[config.mk]
export PLATFORM = sky130hd
export DESIGN_NAME = asc_div
export DESIGN_NICKNAME = d
export VERILOG_FILES = /design/src/rtl/asc_pkg.sv /design/src/rtl/asc_div.sv
export SDC_FILE = /design/constraint.sdc
export NUM_CORES = 2
export LEC_CHECK = 0
export ABC_AREA = 1
export BUFFER_PORTS_ARGS = -buffer_cell sky130_fd_sc_hd__buf_2
export CAP_MARGIN = 20
export CORE_MARGIN = 2
export CORE_UTILIZATION = 45
export CTS_CLUSTER_SIZE = 14
export DETAILED_ROUTE_END_ITERATION = 10
export PLACE_DENSITY_LB_ADDON = 0.2
export SYNTH_ARGS = -nofsm -noshare
export SYNTH_HDL_FRONTEND = slang
export SYNTH_SLANG_ARGS = --single-unit
[constraint.sdc]
create_clock -name clk -period 1.9 [get_ports clk]
set_input_delay 0.19 -clock clk [delete_from_list [all_inputs] [get_ports clk]]
set_output_delay 0.19 -clock clk [all_outputs]
set_load 0.01 [all_outputs]
[src/rtl/asc_pkg.sv]
// shared types and constants for the anti-aliased segment coverage block
package asc_pkg;

	localparam int SCREEN_WIDTH  = 1024;
	localparam int SCREEN_HEIGHT = 1024;

	localparam int DIV_STEPS  = 16;
	localparam int SQRT_STEPS = 24;

	localparam logic [2:0] REG_START_X      = 3'd0;
	localparam logic [2:0] REG_START_Y      = 3'd1;
	localparam logic [2:0] REG_END_X        = 3'd2;
	localparam logic [2:0] REG_END_Y        = 3'd3;
	localparam logic [2:0] REG_STROKE_WIDTH = 3'd4;
	localparam logic [2:0] REG_INTENSITY    = 3'd5;

	// segment setup as seen by the datapath
	typedef struct packed {
		logic signed [16:0] sx;
		logic signed [16:0] sy;
		logic signed [17:0] dx;
		logic signed [17:0] dy;
		logic        [35:0] len2;
		logic        [7:0]  sw;
		logic        [7:0]  inten;
		logic               degen;
	} asc_cfg_t;

	// per-pixel payload that rides along the pipeline
	typedef struct packed {
		logic signed [12:0] px;
		logic signed [12:0] py;
		logic        [7:0]  old;
		logic               live;
	} asc_side_t;

endpackage

[src/rtl/asc_div.sv]
// pipelined restoring divider for the projection parameter, one quotient bit per stage
module asc_div
	import asc_pkg::*;
(
	input  logic        clk,
	input  logic        arst_n,
	input  logic        en,
	input  logic [35:0] len2,
	input  logic        in_valid,
	input  asc_side_t   in_side,
	input  logic [35:0] in_num,
	input  logic        in_zero,
	input  logic        in_full,
	output logic        out_valid,
	output asc_side_t   out_side,
	output logic [16:0] out_t
);

	logic        v_s    [DIV_STEPS+1];
	asc_side_t   side_s [DIV_STEPS+1];
	logic [35:0] rem_s  [DIV_STEPS+1];
	logic [15:0] quo_s  [DIV_STEPS+1];
	logic        zero_s [DIV_STEPS+1];
	logic        full_s [DIV_STEPS+1];

	assign v_s[0]    = in_valid;
	assign side_s[0] = in_side;
	assign rem_s[0]  = in_num;
	assign quo_s[0]  = '0;
	assign zero_s[0] = in_zero;
	assign full_s[0] = in_full;

	for (genvar g = 0; g < DIV_STEPS; g++) begin : g_step
		logic [36:0] shifted;
		logic        ge;
		logic [36:0] diff;

		always_comb begin
			shifted = {rem_s[g], 1'b0};
			ge      = shifted >= {1'b0, len2};
			diff    = shifted - {1'b0, len2};
		end

		always_ff @(posedge clk or negedge arst_n) begin
			if (!arst_n) begin
				v_s[g+1] <= 1'b0;
			end else if (en) begin
				v_s[g+1] <= v_s[g];
			end
		end

		always_ff @(posedge clk) begin
			if (en) begin
				side_s[g+1] <= side_s[g];
				rem_s[g+1]  <= ge ? diff[35:0] : shifted[35:0];
				quo_s[g+1]  <= {quo_s[g][14:0], ge};
				zero_s[g+1] <= zero_s[g];
				full_s[g+1] <= full_s[g];
			end
		end
	end

	assign out_valid = v_s[DIV_STEPS];
	assign out_side  = side_s[DIV_STEPS];
	assign out_t     = full_s[DIV_STEPS] ? 17'h10000 :
	                   zero_s[DIV_STEPS] ? 17'h00000 : {1'b0, quo_s[DIV_STEPS]};

endmodule

# Word-level counts from Yosys, hierarchy flattened
# Index checks and enable logic that the tools add are counted.
# op_classes
add_sub_neg	15
order_cmp	16
mux	17
# ops
cell	n
$ge A37 B36 Y1	16
$mux W36	15
$sub A36 B36 Y36	15
$mux W17	1
$mux W16	1
# word_totals
reg_bits	1284
inputBits	113
out_inout_bits	53

# Longest topological paths before layout
# depth
ltp_word	2
mapped_depth	16
ltp_nobuf	15

# Worst setup path before layout
# Ideal clock, no wire load.
# synth_path
kind	in2reg
start	in len2[0]
end	reg rem_s, in the netlist g_step[13].shifted[13] (data pin)
setup_ps	253
arrival_time_ps	2509
t_required_ps	1647
setup_slack_ps	-862
path_stages	11
n_path_buf	4
cell_sequence	inv_2 > buf_6 > buf_2 > buf_1 > ha_1 > nand4_1 > nor4_1 > a31oi_2 > buf_2 > nand3_1 > nand2_1
# synth_between
elab_chain_cells	2
# synth_lines
element	line_no	text
from (decl)	asc_div.sv:8	input logic [35:0] len2,
$sub A36 B36 Y36 or $ge A37 B36 Y1 (tied branches)	asc_div.sv:41, asc_div.sv:40	
$mux W36 (*)	asc_div.sv:55	rem_s[g+1] <= ge ? diff[35:0] : shifted[35:0];
to (signal, indexed assignment)	asc_div.sv:55	
to (decl)	asc_div.sv:21	logic [35:0] rem_s [DIV_STEPS+1];
# Mark *: on every way between the ends. The rest lies on a longest branch, timed or not.
# A chain may end at the register's enable or synchronous reset.

# Worst setup path in the final report
# layout_path
start	reg rem_s, in the netlist g_step[12].shifted[10]
end	reg rem_s, in the netlist g_step[13].shifted[3] (data pin)
# layout_between
elab_chain_cells	2
# layout_lines
element	line_no	text
$ge A37 B36 Y1	asc_div.sv:40	ge = shifted >= {1'b0, len2};
$mux W36	asc_div.sv:55	
# No other way between the ends.

==> results.yml <==
cts:
  clkTransAtPathRegs_ns: 0.06
  tritoncts.num_buffers: 147
  clock_sink_count: 1284
  ctsHtreeMaxLevel: 4
  tritoncts_clock_tree: "yes"
  clkLatencyLatePin_ns: 0.86
  cts_root_buffer: "clkbuf_16"
  clock_tree.buffer_depth: 3
logic_synthesis:
  postSynthRegisterBits: 1284
  synth_nets: 12100
  synth.cell_area_sq_um: 89200
  muxShareOfSynthArea_pct: 0
  post_synth_num_cell_types: 45
  synth_xor_xnor_area_share_pct: 2.65
  synthSimpleGateAreaFrac_pct: 33.0
  yosys_warnings: 0
  syn-mean-instance-area_sq_um: 7.84
  synth_edf_count: 1268
  dominant_combinational_cell_family_by_area_after_synthesis: "simple AND/OR/NAND/NOR gates"
  seq_area_frac_synth_pct: 43.1
  synth_async_sr_flop_share_pct: 1.25
  post_synth_fa_ha_maj_area_fraction_pct: 8.40
  fraction_of_the_mapped_netlist_area_in_compound_gates_pct: 4.56
  synthCells: 11400
  synth_flop_cell: "edfxtp_1"
setup_path:
  timing_worst_setup_path_type: "flop to flop"
  critical_path.endpoint_type: "flop"
  timing.critical_path.arrival_ns: 2.97
  path_max_fanout: 6
  crit_path_start_kind: "flop"
  required_time_of_the_worst_setup_path_ns: 2.43
sta:
  fin_skew_ns: 0.0908
  slew_headroom_pct: 53.6
  transition_at_the_pin_with_the_smallest_max_transition_slack_ns: 0.694
  layout_worst_path_cycle_share_pct: 128
  timing.final.max_slew_violations: 0
  timing.final.crit_period_ns: 2.44
  final-hold-violation-count: 0
  worst_hold_slack_ns: 0.0583
  postLayoutSetupSlackWorst_ns: -0.539
  finalSetupViolCount: 571
  grt_setup_unrepaired: "yes"
  fmax_ghz: 0.410
placed_design:
  io_buffer_count: 165
  place.gp.congestion: 1.01
  pre_cts_ws_ns: -1.08
  dp_hpwl_microns: 271000
floorplan:
  total_die_area_sq_um: 202000
  floorplan.die.width_microns: 449
  rows: 163
  start_util_pct: 45.2
  placeableCoreArea_sq_um: 197000
  die_y_microns: 449
  boundaryPins: 166
drt:
  post-route-drc-count: 0
  routed-via-count: 89800
  first_pass_iters: 6
  total_detailed_routing_wirelength_microns: 355000
  drtIter0Drc: 7654
  avgRoutedWirePerCell_microns: 20.3
  drtAntennaViolNets: 0
  vias_per_cell: 5.14
power:
  peakVddDrop_uv: 1120
  leakagePower_nw: 63.4
  power_per_cell_area_nw_per_um2: 1590
worst_hold_path:
  worst_hold_path_type: "input port to flop"
flow_run:
  maxCapViolations: 0
grt:
  grt_start_max_net_pins: 73
  grt_pass1_vias: 88000
  grtUsageTotal_pct: 34.0
  initial_antenna_violation_count: 2
  grt_pass1_wl_microns: 521000
  grt_overflow: 0
cells_and_area:
  finish.net_count: 15400
  areaGrowthSynthToFinish_pct: 46.7
  drive_gt1_share_pct: 33.0
outcome:
  status: "complete, but fails checks"
  violated_checks: "negative setup slack"
==> where the power goes <==
part	leakage, nW	switching (mW)	internal [mW]	total [mW]
Combinational	48.3	68.0	62.8	131
Sequential	12.6	6.76	41.7	48.4
Clock	2.39	12.8	16.4	29.2
Total	63.4	87.6	121	208
==> synth_stat cells, types with 41 or more instances <==
cell      instances  area [sq um]
nand4_1          75           469
buf_4            45           338
nand3b_1        154          1160
buf_6            83           935
o21bai_1        119           893
ha_1            575          7190
nand3_1        1048          5250
a21oi_1         392          1960
buf_2            62           310
o21ai_0          75           375
inv_1          1486          5580
xor2_1          255          2230
a21oi_2          41           359
nor3_1          105           526
edfxtp_1       1268         38100
nand2_1        4210         15800
nor2_1          928          3480
nand3_2         102          1020
nor2_2           84           526
==> critical path, stage by stage, from the launching register on <==
cell and delay, ns:
edfxtp_1 0.50, ha_4 0.32, nand2_4 0.07, nand2_4 0.06, a21oi_4 0.19, nand2_2 0.09, buf_6 0.12, nand2_4 0.05
nand2_4 0.05, nand2_4 0.07, nand4_4 0.25, buf_12 0.25, nand2_2 0.05, nand2_1 0.05
==> cells by family after synthesis <==
| logic type | Yosys count |
|---|---|
| simple gates | 6831 |
| buf+inv | 1724 |
| flops | 1284 |
| compound gates | 675 |
| fa+ha+maj | 590 |
| xor+xnor | 270 |
==> what timing repair did <==
action | CTS | global route
pin swaps | 188 | 144
cloned | 26 | 7
gates resized for setup | 787 | 440
endpoints found under the hold margin | 152 | 0
hold buffers | 76 | 0
buffers inserted | 174 | 76
endpoints found under the setup margin | 538 | 571
==> layout by cell type (no fill, tap or decap), drive strengths merged, types with 3 or more instances in the layout <==
cell,n
bufbuf,9
dfrtp,16
edfxtp,1268
o21ai,75
clkinvlp,20
xnor2,15
clkbuf,177
a41oi,10
nor3,129
or2,3
bufinv,13
dlygate4sd3,76
nor4,24
fa,15
nor2,1015
a21oi,433
xor2,255
a31oi,6
inv,1513
nand4,90
o21bai,119
o21a,15
clkinv,82
nand2,4265
nand3,1150
nand3b,154
ha,575
buf,3307
a21boi,15
==> through the flow <==
stage          TNS [ns]  std cells  instance area [sq um]  util, %  power, mW
2_1_floorplan   -106.57      11400                  89300        -        102
3_3_place_gp    -423.63      16900                 115000     58.5        160
3_5_place_dp    -428.88      16900                 115000     58.5        161
4_1_cts         -203.43      17400                 128000     64.9        202
5_1_grt         -273.31      17500                 131000     66.4        222
6_report        -220.72      17500                 131000     66.4        208
==> flip-flops by register name, indices dropped and copies added (netlist names) <==
name / cells
g_step.shifted: 540
quo_s: 136
out_side: 35
v_s: 15
out_valid: 1
full_s: 16
zero_s: 16
side_s: 525
==> worst paths after layout <==
check	from	end	slack, ns	cells after the start
min	in_side[27]	side_s[552]	0.06	2
max reg2reg	g_step[12].shifted[10]	g_step[13].shifted[3]	-0.54	13
max in group asynchronous	arst_n	v_s[5]	0.97	3
min in group asynchronous	arst_n	v_s[15]	0.49	3
max	g_step[12].shifted[10]	g_step[13].shifted[3]	-0.54	13
min reg2reg	quo_s[55]	quo_s[40]	0.37	0
==> metal layers <==
layer  GRT usage (%)  up-vias  part of all wire [%]
met4            20.7        0                   7.3
met2            55.7     3018                    46
met3            4.95      911                   6.1
met5               0        -                     0
li1                -    43900                     -
met1            42.4    42000                    41
==> cell type report <==
class	count	area, sq um
Clock inverter	104	1260
Tap cell	2640	3300
Inverter	1524	5770
Timing Repair Buffer	3400	28300
Antenna cell	2	5.00
Clock buffer	169	3760
Multi-Input combinational cell	8366	50100
Sequential cell	1284	38500
Fill cell	16700	66300
Power figures use the tool's default switching activity.
