File: config.mk
export PLATFORM = sky130hd
export DESIGN_NAME = asc_cfg
export DESIGN_NICKNAME = d
export VERILOG_FILES = /design/src/rtl/asc_pkg.sv /design/src/rtl/asc_cfg.sv
export SDC_FILE = /design/constraint.sdc
export NUM_CORES = 2
export LEC_CHECK = 0
export BUFFER_PORTS_ARGS = -buffer_cell sky130_fd_sc_hd__buf_2
export CAP_MARGIN = 20
export CELL_PAD_IN_SITES_DETAIL_PLACEMENT = 1
export CELL_PAD_IN_SITES_GLOBAL_PLACEMENT = 1
export CORE_ASPECT_RATIO = 0.5
export CORE_MARGIN = 3
export CORE_UTILIZATION = 51
export CTS_CLUSTER_SIZE = 10
export DETAILED_ROUTE_END_ITERATION = 16
export PLACE_DENSITY = 0.88
export SYNTH_ARGS = -nofsm -noshare
export SYNTH_HDL_FRONTEND = slang
export SYNTH_SLANG_ARGS = --single-unit
File: constraint.sdc
create_clock -name clk -period 7.39 [get_ports clk]
set_clock_uncertainty 0.1 [all_clocks]
set_input_delay 1.478 -clock clk [delete_from_list [all_inputs] [get_ports clk]]
set_output_delay 1.478 -clock clk [all_outputs]
set_load 0.02 [all_outputs]
File: src/rtl/asc_pkg.sv
// shared types and constants for the anti-aliased segment coverage block
package asc_pkg;

	localparam int SCREEN_WIDTH  = 1024;
	localparam int SCREEN_HEIGHT = 1024;

	localparam int DIV_STEPS  = 16;
	localparam int SQRT_STEPS = 24;

	localparam logic [2:0] REG_START_X      = 3'd0;
	localparam logic [2:0] REG_START_Y      = 3'd1;
	localparam logic [2:0] REG_END_X        = 3'd2;
	localparam logic [2:0] REG_END_Y        = 3'd3;
	localparam logic [2:0] REG_STROKE_WIDTH = 3'd4;
	localparam logic [2:0] REG_INTENSITY    = 3'd5;

	// segment setup as seen by the datapath
	typedef struct packed {
		logic signed [16:0] sx;
		logic signed [16:0] sy;
		logic signed [17:0] dx;
		logic signed [17:0] dy;
		logic        [35:0] len2;
		logic        [7:0]  sw;
		logic        [7:0]  inten;
		logic               degen;
	} asc_cfg_t;

	// per-pixel payload that rides along the pipeline
	typedef struct packed {
		logic signed [12:0] px;
		logic signed [12:0] py;
		logic        [7:0]  old;
		logic               live;
	} asc_side_t;

endpackage

File: src/rtl/asc_cfg.sv
// configuration registers and derived segment terms
module asc_cfg
	import asc_pkg::*;
(
	input  logic        clk,
	input  logic        arst_n,
	input  logic        cfg_we,
	input  logic [2:0]  cfg_index,
	input  logic [16:0] cfg_data,
	output asc_cfg_t    cfg
);

	logic signed [16:0] start_x_q, start_y_q, end_x_q, end_y_q;
	logic        [7:0]  stroke_width_q, intensity_q;
	logic signed [17:0] dx_q, dy_q;
	logic signed [35:0] dxx_q, dyy_q;
	logic        [35:0] len2_q;

	always_ff @(posedge clk or negedge arst_n) begin
		if (!arst_n) begin
			start_x_q      <= '0;
			start_y_q      <= '0;
			end_x_q        <= '0;
			end_y_q        <= '0;
			stroke_width_q <= 8'd16;
			intensity_q    <= 8'd255;
		end else if (cfg_we) begin
			unique case (cfg_index)
				REG_START_X:      start_x_q      <= cfg_data;
				REG_START_Y:      start_y_q      <= cfg_data;
				REG_END_X:        end_x_q        <= cfg_data;
				REG_END_Y:        end_y_q        <= cfg_data;
				REG_STROKE_WIDTH: stroke_width_q <= cfg_data[7:0];
				REG_INTENSITY:    intensity_q    <= cfg_data[7:0];
				default: ;
			endcase
		end
	end

	// deltas, their squares and the squared length are registered in turn after a write
	always_ff @(posedge clk or negedge arst_n) begin
		if (!arst_n) begin
			dx_q   <= '0;
			dy_q   <= '0;
			dxx_q  <= '0;
			dyy_q  <= '0;
			len2_q <= '0;
		end else begin
			dx_q   <= end_x_q - start_x_q;
			dy_q   <= end_y_q - start_y_q;
			dxx_q  <= dx_q * dx_q;
			dyy_q  <= dy_q * dy_q;
			len2_q <= dxx_q[35:0] + dyy_q[35:0];
		end
	end

	assign cfg.sx    = start_x_q;
	assign cfg.sy    = start_y_q;
	assign cfg.dx    = dx_q;
	assign cfg.dy    = dy_q;
	assign cfg.len2  = len2_q;
	assign cfg.sw    = stroke_width_q;
	assign cfg.inten = intensity_q;
	assign cfg.degen = (dx_q == '0) && (dy_q == '0);

endmodule

Word level (Yosys, flattened, before mapping). Cells that the tools add are included.

Add/sub/neg operators: 3. Multipliers: 2. Divide/modulo/power cells: 0. Magnitude comparators: 0. Equality and inequality tests: 5. Shift operators: 0. Multiplexer cells: 0. Bitwise gates (word level): 0. Reduce and logical (&&, ||, !) cells: 10.

Operators by type and width (count): 18-bit by 18-bit multiplier with 36-bit output (2); 36-bit adder (1); 18-bit zero test (2); 17-bit by 17-bit subtractor with 18-bit output (2); 2-bit AND reduction (6); 3-bit by 2-bit equality test with 1-bit output, second input constant (2); 3-bit equality test, second input constant (2); 3-bit by 1-bit equality test with 1-bit output, second input constant (1); 3-bit zero test (1); 1-bit logical AND (1).

Bits in registers: 228. Latch bits: 0. Bits in writable memories: 0. ROM bits: 0. Input bits: 23. Output and inout port bits: 123. Word-level logic and storage cells: 31. Memories kept: 0.

Longest topological paths before layout.
Depth in word-level cells: 2. Depth in mapped cells: 26.

Worst setup path after synthesis. Ideal clock, no wire load.

Path type: flip-flop to flip-flop. Start point: register dy_q[3]. End point: register dyy_q[33]. Data arrival time: 6364 ps. Data required time: 7206 ps. Setup slack: 842 ps. Cell stages (with the launch flop): 21. Buffers on the path: 2. Clock period less this slack: 6548 ps. Cell sequence: dfrtp_1 -> clkbuf_1 -> clkbuf_1 -> nand2_1 -> fa_1 -> inv_1 -> fa_1 -> fa_1 -> fa_1 -> fa_1 -> inv_1 -> fa_1 -> inv_1 -> ha_1 -> a21oi_1 -> o21ai_0 -> or3_1 -> nor3_1 -> nor3_1 -> o41ai_2 -> a21boi_0.

Longest elaborated chain between the ends: 1.

Ends and longest elaborated chain: from (decl) (line asc_cfg.sv:15) `logic signed [17:0] dx_q, dy_q;`; from (signal assigned) (line asc_cfg.sv:50) `dy_q <= end_y_q - start_y_q;`; 18-bit by 18-bit multiplier with 36-bit output (line asc_cfg.sv:52) `dyy_q <= dy_q * dy_q;`; to (signal assigned) (line asc_cfg.sv:52); to (decl) (line asc_cfg.sv:16) `logic signed [35:0] dxx_q, dyy_q;`.

Every way passes these cells. A chain may end at the register's enable or synchronous reset.

Worst setup path after layout.
Start point: register dx_q[13]. End point: register dxx_q[26].

Longest elaborated chain between the ends: 1.

Ends and longest elaborated chain: from (decl) (line asc_cfg.sv:15); from (signal assigned) (line asc_cfg.sv:49) `dx_q <= end_x_q - start_x_q;`; 18-bit by 18-bit multiplier with 36-bit output (line asc_cfg.sv:51) `dxx_q <= dx_q * dx_q;`; to (signal assigned) (line asc_cfg.sv:51); to (decl) (line asc_cfg.sv:16).

Every way passes these cells.

==> results.md <==
* Status: finished, violations left
* Failing checks: max-capacitance violations, max-slew violations, negative setup slack
* Rows at 63
* Final net count at 4,285
* Crit path DAT at 8.32 ns
* Reg2reg path depth at 20
* Top achievable clock speed at 0.125 GHz
* HP Class: flop to flop
* Final WS setup at -0.590 ns
* Clock sink total at 226
* Hold Crit Start: dyy_q[2]
* Gr usage total at 36.3%
* Largest net degree at the start of global routing at 140
* CTS H-tree lvls at 1
* Worst flop-to-flop path startpoint: dx_q[13]
* IO Pins at 146
* Initial antenna violation count at 12
* Die X at 358 um
* Hold path cells at 1
* Ys Warns at 0
* Final setup fails at 21
* Num CTS Buffers at 28
* WP data required at 7.73 ns
* Clk Latency, worst-skew pair at 0.68 ns
* DRC at 0
* Drt pass-1 iters at 8
* Clock buffer depth at 3
* Ys flop type: dfrtp_1
* DP Wirelength at 83,500 um
* FF-to-FF End: dxx_q[26]
* Crit path launch type: flop
* Clock-pin slew on the worst setup and hold paths at 0.07 ns
* CP max FO at 11
* Final hold slack at 0.365 ns
* Grt ovf at 0
* Sequential cell area at 0.00569 sq mm
* Asr flop ratio synth at 100%
* DR vias/cell at 6.28
* Synthesis-to-finish area growth at 9.10%
* Pins Over Slew Limit at 2
* Routability cong. at 0.909
* Slew headroom at -70.7%
* Netlist cell types at 69
* Crit path capture type: flop
* Via count at 26,495
* Initial Util at 52.4%
* First-pass GRT wire length at 178,000 um
* Number of flops mapped to enable cells by yosys at 0
* Hold Fails Final Rpt at 0
* Antenna Nets Post-Route at 0
* # hold bufs at CTS at 0
* Tmin final at 7.98 ns
* Syn Std Cell Area at 0.0316 sq mm
* Setup WS pre-CTS at 0.0784 ns
* Actual slew at the worst max-slew pin at 2.54 ns
* Routed WL at 128,000 um
* CTS tree: yes
* Die Footprint at 0.0651 sq mm
* Cells after synthesis at 3,244
* Worst Hold Path EP: len2_q[2]
* Final period util at 108%
* First DRT Iteration DRCs at 3,019
* Fillers at 6,744
* Share of layout cells above drive strength 1 at 10.2%
* Wire length per cell at 30.4 um
* Flop2flop setup slack at -0.59 ns
* Avg Cell Area, Syn at 9.74 sq um
* Post-Synthesis Net Count at 4,137
* Synthesized flop and latch total at 226
* Setup Crit Path Kind: flop to flop
* Root Driver: clkbuf_16
* Port buffer count at 145
* Max Cap Viol at 1
* Core area at 0.0602 sq mm
* Sequential area share after synthesis at 17.9%
* Setup tns final at -6.54 ns
* Die Height at 182 um
* Area occupied by multi-input gates at 0.0224 sq mm
* Vias in the first global route at 30,132
[sequential cells by signal (all words and copies together), names as in the netlist]
signal / flops
end_x_q: 17
len2_q: 36
end_y_q: 17
start_y_q: 17
dxx_q: 35
dx_q: 18
stroke_width_q: 8
start_x_q: 17
dyy_q: 35
intensity_q: 8
dy_q: 18
[stage by stage]
step	std cells	area, sq um	util (%)
after floorplan	3244	31600	-
after global placement	4163	33400	55.5
after detailed placement	4163	33400	55.5
after CTS	4210	34300	57.0
after global routing	4220	34500	57.2
final	4222	34500	57.2
[repair_timing]
action | in CTS | in global routing
buffers inserted | 2 | 8
gates resized for setup | 5 | 26
pin swaps | 1 | 3
setup endpoints to repair | 7 | 18
[critical path, stage by stage, from the launching register on]
cell	delay, ns
dfrtp_1	0.85
nand2_1	0.35
fa_1	0.53
inv_1	0.39
fa_1	0.71
fa_1	0.69
fa_1	0.48
fa_1	0.52
inv_1	0.08
fa_1	0.51
inv_1	0.06
ha_1	0.42
nand4_1	0.23
nor2_1	0.16
nor2_1	0.06
o21ai_0	0.33
a21oi_4	0.11
a21oi_1	0.42
a21o_1	0.21
a21oi_1	0.11
xnor2_1	0.38
[Yosys cell counts (32+ instances only)]
master	number	area (sq um)
a21o_1	33	248
a21oi_1	77	385
and2_1	84	526
clkbuf_1	84	315
dfrtp_1	217	5430
fa_1	590	11800
ha_1	280	3500
inv_1	878	3300
mux2_2	50	563
nand2_1	305	1140
nor2_1	123	462
nor3_1	32	160
o21ai_0	89	445
xnor2_1	102	893
xor2_1	32	280
[routing by layer]
layer	track usage, %	wire length, um	vias to the layer above
met5	0	314	-
met1	40.4	41500	13337
met4	25.6	13600	24
met2	61.1	58000	2061
met3	9.13	14700	1018
li1	-	-	10055
[how the worst max path moves through the flow]
stage                     startpoint   endpoint  cells past startpoint
after global placement      dx_q[12]  dxx_q[35]                     20
final                       dx_q[13]  dxx_q[26]                     20
after CTS                   dy_q[17]  dyy_q[33]                     18
after detailed placement    dx_q[12]  dxx_q[35]                     22
after global routing        dy_q[10]  dyy_q[29]                     20
after floorplan              dy_q[3]  dyy_q[33]                     20
[layout by cell type, fill, tap and decap left out, drive strengths merged, types with 4 or more instances in the layout]
cell type / instances
nor2: 123
ha: 280
nor2b: 22
a31o: 6
a21boi: 11
clkinvlp: 5
clkbuf: 39
nand4: 11
inv: 875
a21oi: 78
o21bai: 7
o211ai: 9
a31oi: 11
and2: 84
dfstp: 9
or2: 4
xor2: 32
nor4: 12
o21a: 16
fa: 590
o31ai: 7
or3: 9
o41ai: 5
a21o: 33
o21ai: 91
buf: 204
mux2: 50
nand2b: 24
dfrtp: 217
mux2i: 4
and3: 10
o31a: 5
nor3: 32
o211a: 4
nand3: 24
xnor2: 102
nand2: 305
a211oi: 13
[cells by family after synthesis]
family / synth area share, %
buffers and inverters: 11.5
adders and majority gates: 48.5
and+or+nand+nor: 9.96
AOI/OAI and AO/OA: 6.52
DFF: 17.9
xor gates and xnor gates: 3.72
muxes: 1.91
[area by class of cell]
| type | instances | share of cell area [%] |
|---|---|---|
| Sequential cell | 226 | 16.5 |
| Multi-Input combinational cell | 2054 | 64.9 |
| Antenna cell | 3 | 0.0218 |
| Clock buffer | 39 | 2.15 |
| Tap cell | 812 | 2.95 |
| Clock inverter | 6 | 0.323 |
| Inverter | 878 | 9.61 |
| Timing Repair Buffer | 204 | 3.52 |
Power is not shown: default switching activity piles up to over one toggle a cycle in this logic, so the estimate is an artifact.
