File: src/rtl/asc_pkg.sv
// shared types and constants for the anti-aliased segment coverage block
package asc_pkg;

	localparam int SCREEN_WIDTH  = 1024;
	localparam int SCREEN_HEIGHT = 1024;

	localparam int DIV_STEPS  = 16;
	localparam int SQRT_STEPS = 24;

	localparam logic [2:0] REG_START_X      = 3'd0;
	localparam logic [2:0] REG_START_Y      = 3'd1;
	localparam logic [2:0] REG_END_X        = 3'd2;
	localparam logic [2:0] REG_END_Y        = 3'd3;
	localparam logic [2:0] REG_STROKE_WIDTH = 3'd4;
	localparam logic [2:0] REG_INTENSITY    = 3'd5;

	// segment setup as seen by the datapath
	typedef struct packed {
		logic signed [16:0] sx;
		logic signed [16:0] sy;
		logic signed [17:0] dx;
		logic signed [17:0] dy;
		logic        [35:0] len2;
		logic        [7:0]  sw;
		logic        [7:0]  inten;
		logic               degen;
	} asc_cfg_t;

	// per-pixel payload that rides along the pipeline
	typedef struct packed {
		logic signed [12:0] px;
		logic signed [12:0] py;
		logic        [7:0]  old;
		logic               live;
	} asc_side_t;

endpackage

File: src/rtl/asc_sqrt.sv
// pipelined digit-by-digit integer square root, one root bit per stage
module asc_sqrt
	import asc_pkg::*;
(
	input  logic        clk,
	input  logic        arst_n,
	input  logic        en,
	input  logic        in_valid,
	input  asc_side_t   in_side,
	input  logic [47:0] in_rad,
	output logic        out_valid,
	output asc_side_t   out_side,
	output logic [23:0] out_root
);

	logic        v_s    [SQRT_STEPS+1];
	asc_side_t   side_s [SQRT_STEPS+1];
	logic [47:0] rad_s  [SQRT_STEPS+1];
	logic [25:0] rem_s  [SQRT_STEPS+1];
	logic [23:0] root_s [SQRT_STEPS+1];

	assign v_s[0]    = in_valid;
	assign side_s[0] = in_side;
	assign rad_s[0]  = in_rad;
	assign rem_s[0]  = '0;
	assign root_s[0] = '0;

	for (genvar g = 0; g < SQRT_STEPS; g++) begin : g_step
		logic [27:0] acc;
		logic [27:0] trial;
		logic        ge;
		logic [27:0] diff;

		always_comb begin
			acc   = {rem_s[g], rad_s[g][47:46]};
			trial = {2'b00, root_s[g], 2'b01};
			ge    = acc >= trial;
			diff  = acc - trial;
		end

		always_ff @(posedge clk or negedge arst_n) begin
			if (!arst_n) begin
				v_s[g+1] <= 1'b0;
			end else if (en) begin
				v_s[g+1] <= v_s[g];
			end
		end

		always_ff @(posedge clk) begin
			if (en) begin
				side_s[g+1] <= side_s[g];
				rad_s[g+1]  <= {rad_s[g][45:0], 2'b00};
				rem_s[g+1]  <= ge ? diff[25:0] : acc[25:0];
				root_s[g+1] <= {root_s[g][22:0], ge};
			end
		end
	end

	assign out_valid = v_s[SQRT_STEPS];
	assign out_side  = side_s[SQRT_STEPS];
	assign out_root  = root_s[SQRT_STEPS];

endmodule

File: config.mk
export PLATFORM = sky130hd
export DESIGN_NAME = asc_sqrt
export DESIGN_NICKNAME = d
export VERILOG_FILES = /design/src/rtl/asc_pkg.sv /design/src/rtl/asc_sqrt.sv
export SDC_FILE = /design/constraint.sdc
export NUM_CORES = 2
export LEC_CHECK = 0
export BUFFER_PORTS_ARGS = -buffer_cell sky130_fd_sc_hd__clkbuf_2
export CAP_MARGIN = 20
export CORE_ASPECT_RATIO = 2
export CORE_MARGIN = 8
export CORE_UTILIZATION = 40
export DETAILED_ROUTE_END_ITERATION = 10
export GPL_ROUTABILITY_DRIVEN = 1
export HOLD_SLACK_MARGIN = 0.03
export SLEW_MARGIN = 20
export SYNTH_ARGS = -nofsm -noshare
export SYNTH_HDL_FRONTEND = slang
export SYNTH_SLANG_ARGS = --single-unit
File: constraint.sdc
create_clock -name clk -period 3.6 [get_ports clk]
set_clock_uncertainty 0.2 [all_clocks]
set_input_delay 0.36 -clock clk [delete_from_list [all_inputs] [get_ports clk]]
set_output_delay 0.36 -clock clk [all_outputs]
set_load 0.05 [all_outputs]
==> Word-level counts from Yosys, hierarchy flattened <==
Cells that the tools add are included.
{ "classes": {"add_sub_neg": 23, "n_mul": 0, "div": 0, "n_lt_le_gt_ge": 24, "n_eq_ne": 0, "shift": 0, "mux": 23, "n_bitwise": 0, "reduce_logical": 0} }
{ "ops": {"columns": ["cell", "count"], "rows": [
  ["two-way mux 26 bit", 22],
  [">= comparator 28 x 10 -> 1 bit", 1],
  [">= comparator 28 x 11 -> 1 bit", 1],
  [">= comparator 28 x 12 -> 1 bit", 1],
  [">= comparator 28 x 13 -> 1 bit", 1],
  [">= comparator 28 x 14 -> 1 bit", 1],
  [">= comparator 28 x 15 -> 1 bit", 1],
  [">= comparator 28 x 16 -> 1 bit", 1],
  [">= comparator 28 x 17 -> 1 bit", 1],
  [">= comparator 28 x 18 -> 1 bit", 1],
  [">= comparator 28 x 19 -> 1 bit", 1],
  [">= comparator 28 x 20 -> 1 bit", 1],
  [">= comparator 28 x 21 -> 1 bit", 1],
  [">= comparator 28 x 22 -> 1 bit", 1],
  [">= comparator 28 x 23 -> 1 bit", 1],
  [">= comparator 28 x 24 -> 1 bit", 1],
  [">= comparator 28 x 25 -> 1 bit", 1],
  [">= comparator 28 x 3 -> 1 bit", 1],
  [">= comparator 28 x 4 -> 1 bit", 1],
  [">= comparator 28 x 5 -> 1 bit", 1],
  [">= comparator 28 x 6 -> 1 bit", 1],
  [">= comparator 28 x 7 -> 1 bit", 1],
  [">= comparator 28 x 8 -> 1 bit", 1],
  [">= comparator 28 x 9 -> 1 bit", 1],
  ["other kinds (25)", 25]
]} }
{ "totals": {"reg_bits": 2291, "latchBits": 0, "ram_bits": 0, "rom_bits": 0, "inputBits": 87, "wordCells": 261, "mem_count": 0} }

==> Longest topological paths before layout <==
{ "depth": {"depth_word": 2, "depth_mapped": 13, "mapped_depth_nobuf": 12} }

==> Worst setup path before layout <==
OpenSTA, ideal clock, no wires.
{ "synth_path": {"kind": "reg-to-reg", "startpoint": "register rem_s, in the netlist g_step[22].acc[2]", "endpoint": "register rem_s, in the netlist g_step[23].acc[21], data pin", "setup_ns": 0.260, "t_arrival_ns": 2.808, "slack_ns": 0.332, "stages_incl_launch_ff": 11, "path_buffers": 1, "synth_period_minus_slack_ns": 3.268, "cell_sequence": "edfxtp_1 > ha_1 > nor2b_1 > o21ai_0 > a21oi_1 > o21ai_0 > o21ai_0 > a31oi_1 > o31ai_1 > clkbuf_1 > mux2_2"} }
{ "synth_via": {"elab_chain_len": 2, "word_cells_on_any_way": 3, "cone_classes": "add/sub (1); order compare (1); mux (1)"} }
{ "synth_rtl": {"columns": ["element", "line_no", "source"], "rows": [
  ["start, declared", "asc_sqrt.sv:19", "logic [25:0] rem_s [SQRT_STEPS+1];"],
  ["start signal, assigned by index", "asc_sqrt.sv:53", "rem_s[g+1] <= ge ? diff[25:0] : acc[25:0];"],
  ["subtractor 26 x 24 -> 26 bit or >= comparator 28 x 24 -> 1 bit (tied branches)", "asc_sqrt.sv:38, asc_sqrt.sv:37", null],
  ["two-way mux 26 bit (*)", "asc_sqrt.sv:53", null]
]} }
Mark *: on every way between the ends. The rest lies on a longest branch, timed or not.
A chain may end at the register's enable or synchronous reset.

==> Worst setup path after layout <==
{ "layout_path": {"startpoint": "register rem_s, in the netlist g_step[12].acc[6]", "endpoint": "register rem_s, in the netlist g_step[13].acc[24], data pin"} }
{ "layout_via": {"elab_chain_len": 2, "word_cells_on_any_way": 3, "cone_classes": "add/sub (1); order compare (1); mux (1)"} }
{ "layout_rtl": {"columns": ["element", "line_no"], "rows": [
  ["subtractor 26 x 14 -> 26 bit or >= comparator 28 x 14 -> 1 bit (tied branches)", "asc_sqrt.sv:38, asc_sqrt.sv:37"],
  ["two-way mux 26 bit (*)", "asc_sqrt.sv:53"]
]} }
Marks and branches as above.

==> flow_summary.ini <==
[run_status]
outcome = completed

[die]
ios = 147
die_w_um = 354.3
die_h_um = 692.5
core_um2 = 227800
row_count = 248
start_util_pct = 40.19
dieArea_um2 = 245300

[timing]
finalHoldViolations = 0
slew_viol_final = 0
fin_crit_sh_pct = 99.28
fin_ws_ps = 26.03
fin_crit_ps = 3574
fmax_mhz = 279.8
tightest_slew_ps = 842.8
tns_ps = 0
hold_ws_ps = 125.1
relSlewSlack_pct = 42.36
rsz0062_at_grt = true
finalSetupViolCount = 0

[global_route]
grt_pass1_vias = 51520
antenna_found_initial = 5
grt-ovfl-total = 0
track_usage_pct = 13.82
grt_pass1_wl_um = 267200
grt_max_degree = 123

[placement]
hpwl_um = 124700
place.gp.congestion = 0.9228
pre_cts_ws_ps = -88.94
io_buffers = 146
dp_cells = 9242

[cts]
cts_buffer_depth = 4
clk-insertion-delay-late_ps = 860
h-tree-depth = 4
path_clk_slew_ps = 70
cts_tree = done
cts_made_buffers = 207
cts.sinks = 2279
root_buffer = clkbuf_16

[pwr]
vdd_drop_max_mv = 0.5156
leakage_nw = 39.96
powerDensity_nw_per_um2 = 602.1
p_total_mw = 64.33

[worst_setup_path]
critical-path-top-delay-family = simple AND/OR/NAND/NOR gates
critPathMaxFanout = 8
end_kind = flip-flop
slowest_stage = o2111ai_1
path_class = reg -> reg
path_common_cell = nand4_1
cp_cell_sequence = ha_1 -> nand4_1 -> inv_1 -> nand4_1 -> o2111ai_1 -> a31oi_2 -> buf_4 -> or3_1 -> nor4b_1 -> xor2_1
path_buf_inv = 2
critPathArrivalTime_ps = 3950
max_stage_delay_ps = 480
worstSetupStartpointType = flip-flop
cp_data_required_time_ps = 3970

[logic_synthesis]
async_reset_ff_share_pct = 1.053
yosys_most_used_dff = edfxtp_1
ys_seq_area_share_pct = 74.63
synth-edff-count = 2255
syn_area_per_cell_um2 = 15.63
syn_area_um2 = 91540
ys.warnings.count = 0
synth.distinct_cells = 85
syn_nets = 6271
ys_ff_latch = 2279
synthCells = 5858

[detailed_routing]
routed_wl_um = 174900
drtIter0Drc = 2078
vias = 48390
vias_per_cell = 4.947
drc_errors = 0
wl_per_cell_um = 17.88
dr.pass1.iters = 5
drtAntennaViolNets = 0

[cells_and_area]
final_cells = 9781
fin_nets = 7029
syn2layout_area_growth_pct = 16.71
final_layout_size_suffix_gt1_share_pct = 14.34

[run]
maxCapViolations = 0

[worst_hold_path]
hp-class = in -> reg
==> layout make-up <==
class | count | area, um^2
flip-flops and latches | 2279 | 68320
well taps | 3000 | 3754
multi-input cells | 3066 | 21520
fillers | 19680 | 120900
clock inverters | 120 | 1082
clock buffers | 245 | 5343
repair buffers | 661 | 5284
inverters | 401 | 1505
diodes | 9 | 22.52
==> timing repair <==
action | CTS | global route
gates resized for setup | 20 | 54
endpoints found under the hold margin | 233 | 24
pin swaps | 1 | 3
hold buffers | 161 | 1
buffers inserted | 0 | 3
endpoints found under the setup margin | 37 | 89
==> worst reg2reg max path, cell delays in order (launching register included) <==
cell and delay (ps):
edfxtp_1 410, ha_1 410, nand4_1 110, inv_1 140, nand4_1 400, o2111ai_1 480
a31oi_2 80, buf_4 190, or3_1 420, nor4b_1 370, xor2_1 110
==> report_power, final <==
| part | internal (mW) | switching (mW) | total, mW |
|---|---|---|---|
| clock network | 11.8 | 9.41 | 21.2 |
| logic | 4.12 | 5.32 | 9.44 |
| registers | 32.4 | 1.34 | 33.7 |
| total | 48.3 | 16.1 | 64.3 |
==> synth_stat cells (all sizes together), types with 12 or more instances <==
master   count  share of area, %
buf         54              0.39
a2111oi     12              0.12
clkbuf      58              0.24
or4         30              0.26
nand3       85              0.46
or3         39              0.28
a21oi      303               1.7
o31ai       39              0.32
or2         34              0.24
edfxtp    2255                74
nor2b       46              0.31
o211ai      17              0.14
xnor2      236               2.3
nand2b      71              0.49
and3        29              0.20
nor3       108              0.61
o21ai      232               1.3
and2        17              0.12
mux2        77              0.95
o21a        66              0.54
inv        399               1.6
nand2      311               1.3
nor2       309               1.3
ha         326               4.5
a21o       125               1.0
nand4       54              0.37
a31oi       30              0.21
o21bai      31              0.25
nand3b      18              0.15
xor2       218               2.1
nor4        68              0.51
a211oi      17              0.14
dfrtp       24              0.66
==> registers in the layout (all words and copies together) (netlist names) <==
register,cells
g_step.trial,276
out_valid,1
out_side,35
out_root,24
rad_s,506
v_s,23
side_s,805
g_step.acc,609
==> cells by family after synthesis <==
kind of cell               after synthesis  share of synthesized area (%)
AOI/OAI and AO/OA                      946                          6.397
xor gates and xnor gates               454                          4.344
adders and majority gates              326                          4.456
buffers and inverters                  513                          2.270
DFF                                   2279                          74.63
muxes                                   83                          1.013
other                                    1                       0.004097
and+or+nand+nor                       1256                          6.885
==> through the flow <==
stage	instance area [um^2]	utilization, %
3_3_place_gp	98400	43.20
6_report	106800	46.90
4_1_cts	106500	46.77
5_1_grt	106800	46.90
2_1_floorplan	91540	-
3_5_place_dp	98400	43.20
==> placed cells by master, fill, tap and decap left out, types with 15 or more instances in the layout <==
| cell type | count |
|---|---|
| a211oi_1 | 15 |
| a21o_1 | 125 |
| a21oi_1 | 296 |
| a31oi_1 | 28 |
| and2_1 | 16 |
| and3_1 | 29 |
| buf_12 | 23 |
| buf_4 | 330 |
| bufinv_16 | 16 |
| clkbuf_1 | 36 |
| clkbuf_16 | 207 |
| clkbuf_2 | 145 |
| clkinv_1 | 45 |
| clkinv_2 | 36 |
| dfrtp_1 | 24 |
| dlygate4sd3_1 | 161 |
| edfxtp_1 | 2255 |
| ha_1 | 320 |
| inv_1 | 399 |
| mux2_2 | 77 |
| nand2_1 | 308 |
| nand2b_1 | 71 |
| nand3_1 | 85 |
| nand3b_1 | 18 |
| nand4_1 | 54 |
| nor2_1 | 308 |
| nor2b_1 | 46 |
| nor3_1 | 101 |
| nor4_1 | 57 |
| o211ai_1 | 17 |
| o21a_1 | 66 |
| o21ai_0 | 221 |
| o21bai_1 | 31 |
| o31ai_1 | 36 |
| or2_2 | 33 |
| or3_1 | 36 |
| or4_1 | 26 |
| xnor2_1 | 235 |
| xor2_1 | 217 |
==> per-layer routing <==
layer / track usage [%] / routed length, um / up-vias
li1: - / - / 23410
met1: 10.31 / 49790 / 23480
met2: 29.11 / 103500 / 906
met3: 1.963 / 5121 / 589
met4: 11.45 / 16530 / 0
met5: 0 / 0 / -
==> final timing paths <==
| path | cells past startpoint | endpoint | start | slack, ps |
|---|---|---|---|---|
| max | 10 | g_step[13].acc[24]$_DFFE_PP_ | g_step[12].acc[6]$_DFFE_PP_ | 30 |
| min | 2 | rad_s[1114]$_DFFE_PP_ | in_rad[8] | 130 |
| max reg2reg | 10 | g_step[13].acc[24]$_DFFE_PP_ | g_step[12].acc[6]$_DFFE_PP_ | 30 |
| min reg2reg | 0 | rad_s[923]$_DFFE_PP_ | rad_s[969]$_DFFE_PP_ | 170 |
| max in group asynchronous | 4 | v_s[12]$_DFFE_PN0P_ | arst_n | 2330 |
| min in group asynchronous | 4 | v_s[20]$_DFFE_PN0P_ | arst_n | 520 |
No activity file was read; power rests on OpenSTA's default activity.
